**config.mk**
```make
export PLATFORM = sky130hd
export DESIGN_NAME = scalar_kalman_filter_multichannel_flat
export DESIGN_NICKNAME = d
export VERILOG_FILES = /design/src/skfm_pkg.sv /design/src/skfm_req_if.sv /design/src/skfm_rsp_if.sv /design/src/skfm_datapath.sv /design/src/skfm_ctrl.sv /design/src/scalar_kalman_filter_multichannel.sv /design/src/flat_wrapper.sv
export SDC_FILE = /design/constraint.sdc
export NUM_CORES = 2
export LEC_CHECK = 0
export ABC_AREA = 0
export BUFFER_PORTS_ARGS = -buffer_cell sky130_fd_sc_hd__buf_2
export CAP_MARGIN = 15
export CORE_MARGIN = 2
export CORE_UTILIZATION = 59
export CTS_BUF_LIST = sky130_fd_sc_hd__clkbuf_16
export CTS_CLUSTER_DIAMETER = 30
export DETAILED_ROUTE_END_ITERATION = 12
export PLACE_DENSITY = 0.81
export SYNTH_ARGS = -nofsm -noshare
export SYNTH_HDL_FRONTEND = slang
export SYNTH_SLANG_ARGS = --single-unit
```
**constraint.sdc**
```tcl
create_clock -name clock -period 8.35 [get_ports clock]
set_input_delay 1.2525 -clock clock [delete_from_list [all_inputs] [get_ports clock]]
set_output_delay 1.2525 -clock clock [all_outputs]
set_load 0.005 [all_outputs]
```
**src/skfm_pkg.sv**
```systemverilog
// shared constants, types and state encodings for the multichannel scalar kalman filter
`timescale 1ns / 1ps
package skfm_pkg;

   localparam int FRAC_BITS     = 16;
   localparam int DEFAULT_SLOTS = 4;

   localparam int SAMPLE_W    = 12;
   localparam int CHANNEL_W   = 3;
   localparam int NOISE_W     = 24;
   localparam int EST_W       = FRAC_BITS + 2;
   localparam int VAR_W       = 32;
   localparam int GAIN_W      = FRAC_BITS + 1;
   localparam int DEN_W       = VAR_W + 1;
   localparam int PROD_W      = GAIN_W + VAR_W;
   localparam int DIV_CNT_W   = $clog2(FRAC_BITS + 1);
   localparam int CSR_INDEX_W = 2;

   localparam logic [CSR_INDEX_W-1:0] CSR_PROCESS_NOISE     = CSR_INDEX_W'(0);
   localparam logic [CSR_INDEX_W-1:0] CSR_MEASUREMENT_NOISE = CSR_INDEX_W'(1);

   localparam logic [NOISE_W-1:0] PROCESS_NOISE_RESET     = NOISE_W'(524);
   localparam logic [NOISE_W-1:0] MEASUREMENT_NOISE_RESET = NOISE_W'(655360);
   localparam logic [EST_W-1:0]   WORKING_EST_RESET       = EST_W'(1) << FRAC_BITS;
   localparam logic [GAIN_W-1:0]  GAIN_ONE                = GAIN_W'(1) << FRAC_BITS;

   typedef enum logic [2:0] {
      ST_IDLE,
      ST_PREP,
      ST_DEN,
      ST_DIV,
      ST_MUL_EST,
      ST_MUL_VAR,
      ST_FINISH
   } state_type;

   typedef struct packed {
      logic load;
      logic prep;
      logic den;
      logic div_step;
      logic div_first;
      logic mul_est;
      logic mul_var;
      logic commit;
   } cmd_type;

endpackage

```
**src/skfm_req_if.sv**
```systemverilog
// request channel: one adc word with its channel number
`timescale 1ns / 1ps
interface skfm_req_if import skfm_pkg::*; ();
   logic                 valid;
   logic                 ready;
   logic [SAMPLE_W-1:0]  sample;
   logic [CHANNEL_W-1:0] channel;

   modport source (output valid, output sample, output channel, input ready);
   modport sink   (input valid, input sample, input channel, output ready);
endinterface

```
**src/skfm_rsp_if.sv**
```systemverilog
// response channel: one filtered estimate word
`timescale 1ns / 1ps
interface skfm_rsp_if import skfm_pkg::*; ();
   logic             valid;
   logic             ready;
   logic [EST_W-1:0] estimate;

   modport source (output valid, output estimate, input ready);
   modport sink   (input valid, input estimate, output ready);
endinterface

```
**src/skfm_datapath.sv**
```systemverilog
// filter datapath: noise registers, channel state, gain divider, shared multiplier
`timescale 1ns / 1ps
module skfm_datapath import skfm_pkg::*; #(
   parameter int CHANNEL_SLOTS = DEFAULT_SLOTS
) (
   input  logic                   clock,
   input  logic                   reset,
   input  cmd_type                cmd,
   input  logic [SAMPLE_W-1:0]    req_sample,
   input  logic [CHANNEL_W-1:0]   req_channel,
   input  logic                   csr_we,
   input  logic [CSR_INDEX_W-1:0] csr_index,
   input  logic [NOISE_W-1:0]     csr_wdata,
   output logic [EST_W-1:0]       rsp_estimate
);

   localparam int IDX_W = (CHANNEL_SLOTS > 1) ? $clog2(CHANNEL_SLOTS) : 1;

   logic [NOISE_W-1:0] q_ff, q_in;
   logic [NOISE_W-1:0] r_ff, r_in;

   logic [EST_W-1:0] work_est_ff;
   logic [VAR_W-1:0] work_var_ff;
   logic [EST_W-1:0] slot_est_ff [CHANNEL_SLOTS];
   logic [VAR_W-1:0] slot_var_ff [CHANNEL_SLOTS];

   logic [EST_W-1:0]  x_ff, x_in;
   logic [VAR_W-1:0]  p_ff, p_in;
   logic [EST_W-1:0]  z_ff, z_in;
   logic              slotted_ff, slotted_in;
   logic [IDX_W-1:0]  idx_ff, idx_in;
   logic [VAR_W-1:0]  pp_ff, pp_in;
   logic [DEN_W-1:0]  den_ff, den_in;
   logic [DEN_W-1:0]  rem_ff, rem_in;
   logic [GAIN_W-1:0] gain_ff, gain_in;
   logic              up_ff, up_in;
   logic [PROD_W-1:0] prod_ff, prod_in;
   logic [EST_W-1:0]  x_new_ff, x_new_in;
   logic [EST_W-1:0]  rsp_est_ff, rsp_est_in;

   logic                   slotted;
   logic [IDX_W-1:0]       idx;
   logic [SAMPLE_W+1:0]    s3;
   logic [SAMPLE_W+1+FRAC_BITS:0] z_wide;
   logic [VAR_W:0]         pp_sum;
   logic [DEN_W:0]         trial;
   logic                   ge;
   logic [GAIN_W-1:0]      gain_eff;
   logic [EST_W-1:0]       diff;
   logic [GAIN_W-1:0]      mul_a;
   logic [VAR_W-1:0]       mul_b;
   logic [EST_W-1:0]       est_step;

   // channel decode and volts conversion (times 3, scaled by 2^frac / 4096)
   always_comb begin
      slotted = (req_channel != '0) && (32'(req_channel) <= 32'(CHANNEL_SLOTS));
      idx     = IDX_W'(req_channel - CHANNEL_W'(1));
      s3      = {2'b00, req_sample} + {1'b0, req_sample, 1'b0};
      z_wide  = {s3, {FRAC_BITS{1'b0}}};
   end

   always_comb begin
      pp_sum   = {1'b0, p_ff} + {{(VAR_W + 1 - NOISE_W){1'b0}}, q_ff};
      trial    = cmd.div_first ? {2'b00, pp_ff} : {rem_ff, 1'b0};
      ge       = trial >= {1'b0, den_ff};
      // zero denominator only with zero variance and zero noise: no update
      gain_eff = (den_ff == '0) ? '0 : gain_ff;
      diff     = up_ff ? (z_ff - x_ff) : (x_ff - z_ff);
      est_step = prod_ff[FRAC_BITS +: EST_W];
      if (cmd.mul_var) begin
         mul_a = GAIN_ONE - gain_eff;
         mul_b = pp_ff;
      end else begin
         mul_a = gain_eff;
         mul_b = VAR_W'(diff);
      end
   end

   always_comb begin
      q_in       = q_ff;
      r_in       = r_ff;
      x_in       = x_ff;
      p_in       = p_ff;
      z_in       = z_ff;
      slotted_in = slotted_ff;
      idx_in     = idx_ff;
      pp_in      = pp_ff;
      den_in     = den_ff;
      rem_in     = rem_ff;
      gain_in    = gain_ff;
      up_in      = up_ff;
      prod_in    = prod_ff;
      x_new_in   = x_new_ff;
      rsp_est_in = rsp_est_ff;

      if (csr_we) begin
         case (csr_index)
            CSR_PROCESS_NOISE:     q_in = csr_wdata;
            CSR_MEASUREMENT_NOISE: r_in = csr_wdata;
            default: ;
         endcase
      end

      if (cmd.load) begin
         z_in       = z_wide[SAMPLE_W+1+FRAC_BITS -: EST_W];
         slotted_in = slotted;
         idx_in     = idx;
         x_in       = slotted ? slot_est_ff[idx] : work_est_ff;
         p_in       = slotted ? slot_var_ff[idx] : work_var_ff;
      end
      if (cmd.prep) begin
         pp_in = pp_sum[VAR_W] ? '1 : pp_sum[VAR_W-1:0];
         up_in = z_ff >= x_ff;
      end
      if (cmd.den) begin
         den_in = {1'b0, pp_ff} + {{(DEN_W - NOISE_W){1'b0}}, r_ff};
      end
      if (cmd.div_step) begin
         rem_in  = ge ? DEN_W'(trial - {1'b0, den_ff}) : trial[DEN_W-1:0];
         gain_in = {gain_ff[GAIN_W-2:0], ge};
      end
      if (cmd.mul_est || cmd.mul_var) begin
         prod_in = {{(PROD_W - GAIN_W){1'b0}}, mul_a} * {{(PROD_W - VAR_W){1'b0}}, mul_b};
      end
      if (cmd.mul_var) begin
         x_new_in = up_ff ? (x_ff + est_step) : (x_ff - est_step);
      end
      if (cmd.commit) begin
         rsp_est_in = x_new_ff;
      end
   end

   always_ff @(posedge clock) begin
      if (reset) begin
         q_ff        <= PROCESS_NOISE_RESET;
         r_ff        <= MEASUREMENT_NOISE_RESET;
         work_est_ff <= WORKING_EST_RESET;
         work_var_ff <= '0;
         for (int i = 0; i < CHANNEL_SLOTS; i++) begin
            slot_est_ff[i] <= '0;
            slot_var_ff[i] <= '0;
         end
      end else begin
         q_ff <= q_in;
         r_ff <= r_in;
         if (cmd.commit) begin
            work_est_ff <= x_new_ff;
            work_var_ff <= prod_ff[FRAC_BITS +: VAR_W];
            if (slotted_ff) begin
               slot_est_ff[idx_ff] <= x_new_ff;
               slot_var_ff[idx_ff] <= prod_ff[FRAC_BITS +: VAR_W];
            end
         end
      end
   end

   always_ff @(posedge clock) begin
      x_ff       <= x_in;
      p_ff       <= p_in;
      z_ff       <= z_in;
      slotted_ff <= slotted_in;
      idx_ff     <= idx_in;
      pp_ff      <= pp_in;
      den_ff     <= den_in;
      rem_ff     <= rem_in;
      gain_ff    <= gain_in;
      up_ff      <= up_in;
      prod_ff    <= prod_in;
      x_new_ff   <= x_new_in;
      rsp_est_ff <= rsp_est_in;
   end

   assign rsp_estimate = rsp_est_ff;

endmodule

```
**src/skfm_ctrl.sv**
```systemverilog
// filter sequencer: handshake, step counting and output word valid
`timescale 1ns / 1ps
module skfm_ctrl import skfm_pkg::*; (
   input  logic    clock,
   input  logic    reset,
   input  logic    req_valid,
   output logic    req_ready,
   output logic    rsp_valid,
   input  logic    rsp_ready,
   output cmd_type cmd
);

   state_type            state_ff, state_in;
   logic [DIV_CNT_W-1:0] cnt_ff, cnt_in;
   logic                 rsp_valid_ff, rsp_valid_in;
   logic                 div_last;
   logic                 out_free;

   assign div_last = cnt_ff == DIV_CNT_W'(FRAC_BITS);
   assign out_free = !rsp_valid_ff || rsp_ready;

   // next state
   always_comb begin
      state_in = state_ff;
      cnt_in   = cnt_ff;
      case (state_ff)
         ST_IDLE: begin
            if (req_valid) state_in = ST_PREP;
         end
         ST_PREP: state_in = ST_DEN;
         ST_DEN: begin
            state_in = ST_DIV;
            cnt_in   = '0;
         end
         ST_DIV: begin
            cnt_in = cnt_ff + DIV_CNT_W'(1);
            if (div_last) state_in = ST_MUL_EST;
         end
         ST_MUL_EST: state_in = ST_MUL_VAR;
         ST_MUL_VAR: state_in = ST_FINISH;
         ST_FINISH: begin
            if (out_free) state_in = ST_IDLE;
         end
         default: state_in = ST_IDLE;
      endcase
   end

   // outputs
   always_comb begin
      cmd       = '0;
      req_ready = 1'b0;
      case (state_ff)
         ST_IDLE: begin
            req_ready = 1'b1;
            cmd.load  = req_valid;
         end
         ST_PREP: cmd.prep = 1'b1;
         ST_DEN:  cmd.den  = 1'b1;
         ST_DIV: begin
            cmd.div_step  = 1'b1;
            cmd.div_first = cnt_ff == '0;
         end
         ST_MUL_EST: cmd.mul_est = 1'b1;
         ST_MUL_VAR: cmd.mul_var = 1'b1;
         ST_FINISH:  cmd.commit  = out_free;
         default: ;
      endcase
   end

   always_comb begin
      rsp_valid_in = rsp_valid_ff;
      if (cmd.commit)    rsp_valid_in = 1'b1;
      else if (rsp_ready) rsp_valid_in = 1'b0;
   end

   always_ff @(posedge clock) begin
      if (reset) begin
         state_ff     <= ST_IDLE;
         cnt_ff       <= '0;
         rsp_valid_ff <= 1'b0;
      end else begin
         state_ff     <= state_in;
         cnt_ff       <= cnt_in;
         rsp_valid_ff <= rsp_valid_in;
      end
   end

   assign rsp_valid = rsp_valid_ff;

`ifndef SYNTHESIS
   a_commit_free: assert property (@(posedge clock) disable iff (reset)
      cmd.commit |-> (!rsp_valid_ff || rsp_ready))
      else $error("word committed over a held output");

   a_commit_valid: assert property (@(posedge clock) disable iff (reset)
      cmd.commit |=> rsp_valid_ff)
      else $error("committed word not presented");

   a_div_stays: assert property (@(posedge clock) disable iff (reset)
      (state_ff == ST_DIV && !div_last) |=> (state_ff == ST_DIV))
      else $error("divider left early");

   a_load_prep: assert property (@(posedge clock) disable iff (reset)
      cmd.load |=> (state_ff == ST_PREP && !req_ready))
      else $error("accepted word did not start the update");
`endif

endmodule

```
**src/scalar_kalman_filter_multichannel.sv**
```systemverilog
// top level of the multichannel scalar kalman filter
//
// req_chan carries one 12-bit adc word and a channel number; channels 1 to
// CHANNEL_SLOTS each keep their own estimate and variance, channel 0 and
// unlisted codes continue from whatever the last update left behind.
// rsp_chan returns exactly one filtered estimate (volts, 16 fraction bits)
// per accepted word, in order. csr_we/csr_index/csr_wdata write process
// noise (index 0) and measurement noise (index 1); write only while idle.
// The update state machine steps through variance prediction, the
// denominator, the restoring gain divider (one quotient bit per cycle),
// the shared multiplier (estimate step, then variance) and the commit.
// rsp valid is registered and rises after the commit. A new word is
// not accepted before the last one commits; the next can be accepted in
// the cycle after the commit. A finished word waits in the output
// register while the receiver stalls; the next word can be accepted and
// computed meanwhile and only its commit waits for the register to empty.
// reset (synchronous, active high) loads the noise defaults, sets the
// working estimate to one volt and clears all variances and slot estimates.
`timescale 1ns / 1ps
module scalar_kalman_filter_multichannel import skfm_pkg::*; #(
   parameter int CHANNEL_SLOTS = DEFAULT_SLOTS
) (
   input  logic                   clock,
   input  logic                   reset,
   skfm_req_if.sink               req_chan,
   skfm_rsp_if.source             rsp_chan,
   input  logic                   csr_we,
   input  logic [CSR_INDEX_W-1:0] csr_index,
   input  logic [NOISE_W-1:0]     csr_wdata
);

   cmd_type cmd;

   skfm_ctrl u_ctrl (
      .clock     (clock),
      .reset     (reset),
      .req_valid (req_chan.valid),
      .req_ready (req_chan.ready),
      .rsp_valid (rsp_chan.valid),
      .rsp_ready (rsp_chan.ready),
      .cmd       (cmd)
   );

   skfm_datapath #(
      .CHANNEL_SLOTS (CHANNEL_SLOTS)
   ) u_datapath (
      .clock        (clock),
      .reset        (reset),
      .cmd          (cmd),
      .req_sample   (req_chan.sample),
      .req_channel  (req_chan.channel),
      .csr_we       (csr_we),
      .csr_index    (csr_index),
      .csr_wdata    (csr_wdata),
      .rsp_estimate (rsp_chan.estimate)
   );

endmodule
```
**src/flat_wrapper.sv**
```systemverilog
// flat-port wrapper written by rule: the top's interface ports become plain ports
module scalar_kalman_filter_multichannel_flat import skfm_pkg::*;
#(
   parameter int CHANNEL_SLOTS = DEFAULT_SLOTS
)
  (clock, reset, csr_we, csr_index, csr_wdata, req_chan_valid, req_chan_sample, req_chan_channel, req_chan_ready, rsp_chan_valid, rsp_chan_estimate, rsp_chan_ready);
  skfm_req_if req_chan_i ();
  skfm_rsp_if rsp_chan_i ();
  input  logic clock;
  input  logic reset;
  input  logic csr_we;
  input  logic [CSR_INDEX_W-1:0] csr_index;
  input  logic [NOISE_W-1:0] csr_wdata;
  input wire logic [$bits(req_chan_i.valid)-1:0] req_chan_valid;
  input wire logic [$bits(req_chan_i.sample)-1:0] req_chan_sample;
  input wire logic [$bits(req_chan_i.channel)-1:0] req_chan_channel;
  output wire logic [$bits(req_chan_i.ready)-1:0] req_chan_ready;
  output wire logic [$bits(rsp_chan_i.valid)-1:0] rsp_chan_valid;
  output wire logic [$bits(rsp_chan_i.estimate)-1:0] rsp_chan_estimate;
  input wire logic [$bits(rsp_chan_i.ready)-1:0] rsp_chan_ready;
  assign req_chan_i.valid = req_chan_valid;
  assign req_chan_i.sample = req_chan_sample;
  assign req_chan_i.channel = req_chan_channel;
  assign req_chan_ready = req_chan_i.ready;
  assign rsp_chan_valid = rsp_chan_i.valid;
  assign rsp_chan_estimate = rsp_chan_i.estimate;
  assign rsp_chan_i.ready = rsp_chan_ready;
  scalar_kalman_filter_multichannel #(.CHANNEL_SLOTS(CHANNEL_SLOTS)) u_core (.clock(clock), .reset(reset), .req_chan(req_chan_i), .rsp_chan(rsp_chan_i), .csr_we(csr_we), .csr_index(csr_index), .csr_wdata(csr_wdata));
endmodule
```
==> qor.csv <==
metric,value,unit
max-cap violation count,0,
worst setup margin,-0.3901,ns
# nets final,5617,
Via density,5.941,
"commonest non-fill, non-tap cell in the layout",nand2_1,
fmax,114.4,MHz
first-pass GRT wire length,202.0,mm
clock skew,0.03865,ns
initial core utilization,59.22,%
H-tree depth,3,
Die Width,282.2,um
status,"complete, but fails checks",
layout cells sized above 1,16.57,%
CP Data Arrival Time,9.13,ns
library cells used by synthesis,99,
Core Rows,102,
Port Buffer Count,65,
Hold WC Path Type,reg -> reg,
post-synthesis net count,5338,
antenna violations before repair,0,
clock sink total,558,
Tmin final,8.740,ns
"EDFF count, synth",451,
CP max stage delay,0.58,ns
critical path class,reg -> reg,
"CTS clk-pin slew, worst paths",0.06,ns
area delta synth->final,16.27,%
# hold bufs at CTS,0,
final hold vios,0,
CTS root buffer,clkbuf_16,
routed via count,35509,
post-synthesis sequential area ratio,34.36,%
number of global-route vias before repair,36119,
placed wire-length estimate,92.91,mm
Seq. cell area,0.01569,mm2
Starting DRT DRC Count,3822,
final hold slack,0.4543,ns
setup TNS after final layout,-5.063,ns
Slew headroom,19.59,%
Post-Syn Instances,4580,
drt wl/cell,22.16,um
DRC,0,
Syn Area/Cell,9.967,um2
CP Max Fanout,7,
die height,282.2,um
max-slew violations,0,
drt pass-1 iters,6,
measured slew at the worst slew-check pin,1.194,ns
total gr overflow,0,
most frequent cells in the layout,"814 x nand2_1, 684 x inv_1, 451 x edfxtp_1, 442 x fa_1, 287 x buf_4",
Detail Route Antenna Nets,0,
violated checks,setup timing,
io pins,66,
CP Launch Type,register,
area of the multi-input gates,0.02730,mm2
post-route clock period utilization,104.7,%
Ys Warns,0,
"Core Util, Final",68.85,%
synthesis-stage register bit count,558,
Post-Syn Area,0.04565,mm2
Routed WL,132.5,mm
number of fill cells,5341,
routability cong.,0.9854,
number of CTS-inserted buffers,91,
CP max stage cell,fa_2,
pin count of the biggest net entering global routing,91,
maximum clock path buffer count,3,
gr usage total,33.41,%
Worst Setup End Kind,register,
Main synth FF type,edfxtp_1,
die area,0.07961,mm2
RSZ-0062 raised after global routing,true,
CTS tree,done,
asr flop ratio synth,0,%
Worst EP required,8.74,ns
worst skew pair latency,0.65,ns
"Setup violations, final",23,
core area,0.07708,mm2
## cell usage after synthesis, drive strengths merged, types with 24 or more instances
library cell / number / area (um2)
o21ai: 101 / 516.8
a31oi: 25 / 177.7
dfxtp: 107 / 2142
mux2: 59 / 664.4
xnor2: 112 / 988.4
nand2: 822 / 3085
nor2: 225 / 847.1
mux4: 50 / 1126
and2: 242 / 1514
clkbuf: 151 / 568.0
a21oi: 241 / 1210
and3: 41 / 256.5
inv: 686 / 2575
xor2: 69 / 604.3
edfxtp: 451 / 13540
nor3: 37 / 190.2
a21o: 65 / 489.2
buf: 49 / 287.8
nand3: 35 / 175.2
fa: 452 / 9049
ha: 260 / 3253
o21a: 24 / 180.2
## repair_timing
item | in CTS | in global routing
hold endpoints to repair | 0 | 0
gates resized for setup | 34 | 103
setup endpoints to repair | 25 | 31
gates cloned | 0 | 1
setup buffers | 6 | 42
pin swaps | 30 | 99
## through the flow
stage / std cells / area, um2 / setup WS (ns)
after detailed placement: 5759 / 48910 / -0.3845
after global routing: 5976 / 53070 / -0.6012
after global placement: 5759 / 48910 / -0.2628
after CTS: 5935 / 52240 / -0.1569
after floorplan: 4580 / 45790 / 0.001128
final: 5977 / 53080 / -0.3901
## routing by layer
layer	GRT usage, %	vias up	part of all wire [%]
met5	0	-	0
met4	17.42	0	5.9
met3	7.186	449	11
met2	53.67	2227	46
met1	42.82	17326	36
li1	-	15507	-
## layout make-up
type                            count  area share [%]
Timing Repair Buffer              386           5.820
Multi-Input combinational cell   3136           51.43
Clock buffer                       92           4.338
Tap cell                         1040           2.452
Inverter                          686           4.856
Antenna cell                        1        0.004715
Clock inverter                     78           1.549
Sequential cell                   558           29.55
## cell families after synthesis
logic type	after synthesis	synth area share, %
buf+inv	886	7.515
compound gates	592	8.324
fa+ha+maj	712	26.95
mux	115	4.054
simple gates	1536	15.31
xor+xnor	181	3.489
flops	558	34.36
## path summary, 6_finish.rpt
path | startpoint | to | slack [ns] | cells past startpoint
min | u_core.u_datapath.work_est_ff[10]$_SDFFE_PP0P_ | u_core.u_datapath.work_est_ff[10]$_SDFFE_PP0P_ | 0.45 | 2
min reg2reg | u_core.u_datapath.work_est_ff[10]$_SDFFE_PP0P_ | u_core.u_datapath.work_est_ff[10]$_SDFFE_PP0P_ | 0.45 | 2
max reg2reg | u_core.u_datapath.x_ff[0]$_DFFE_PP_ | u_core.u_datapath.prod_ff[46]$_DFFE_PN_ | -0.39 | 34
max | u_core.u_datapath.x_ff[0]$_DFFE_PP_ | u_core.u_datapath.prod_ff[46]$_DFFE_PN_ | -0.39 | 34
## state kept, by name, indices dropped and copies added (netlist names), 2 cells and up
register	cells
u_core.u_datapath.idx_ff	2
u_core.u_datapath.slot_est_ff	72
u_core.u_datapath.gain_ff	17
u_core.u_datapath.q_ff	24
u_core.u_datapath.p_ff	32
u_core.u_datapath.slot_var_ff	128
u_core.u_datapath.den_ff	33
u_core.u_datapath.rem_ff	33
u_core.u_datapath.x_new_ff	18
u_core.u_datapath.x_ff	18
u_core.u_datapath.work_var_ff	32
u_core.u_datapath.rsp_estimate	18
u_core.u_datapath.r_ff	24
u_core.u_ctrl.cnt_ff	5
u_core.u_datapath.z_ff	14
u_core.u_datapath.pp_ff	32
u_core.u_datapath.prod_ff	32
u_core.u_datapath.work_est_ff	18
u_core.u_ctrl.state_ff	3
## worst max-delay path, delay by kind of cell, from the launching register on
kind,cells,cell delay [ns]
DFF,1,0.48
and+or+nand+nor,6,1.47
buffers and inverters,6,0.68
AOI/OAI and AO/OA,12,2.06
adders and majority gates,8,3.45
xor gates and xnor gates,2,0.32
Power is left out: the tool's default activity adds up to more than one toggle a clock period on the data nets, which glitch-free logic cannot reach.
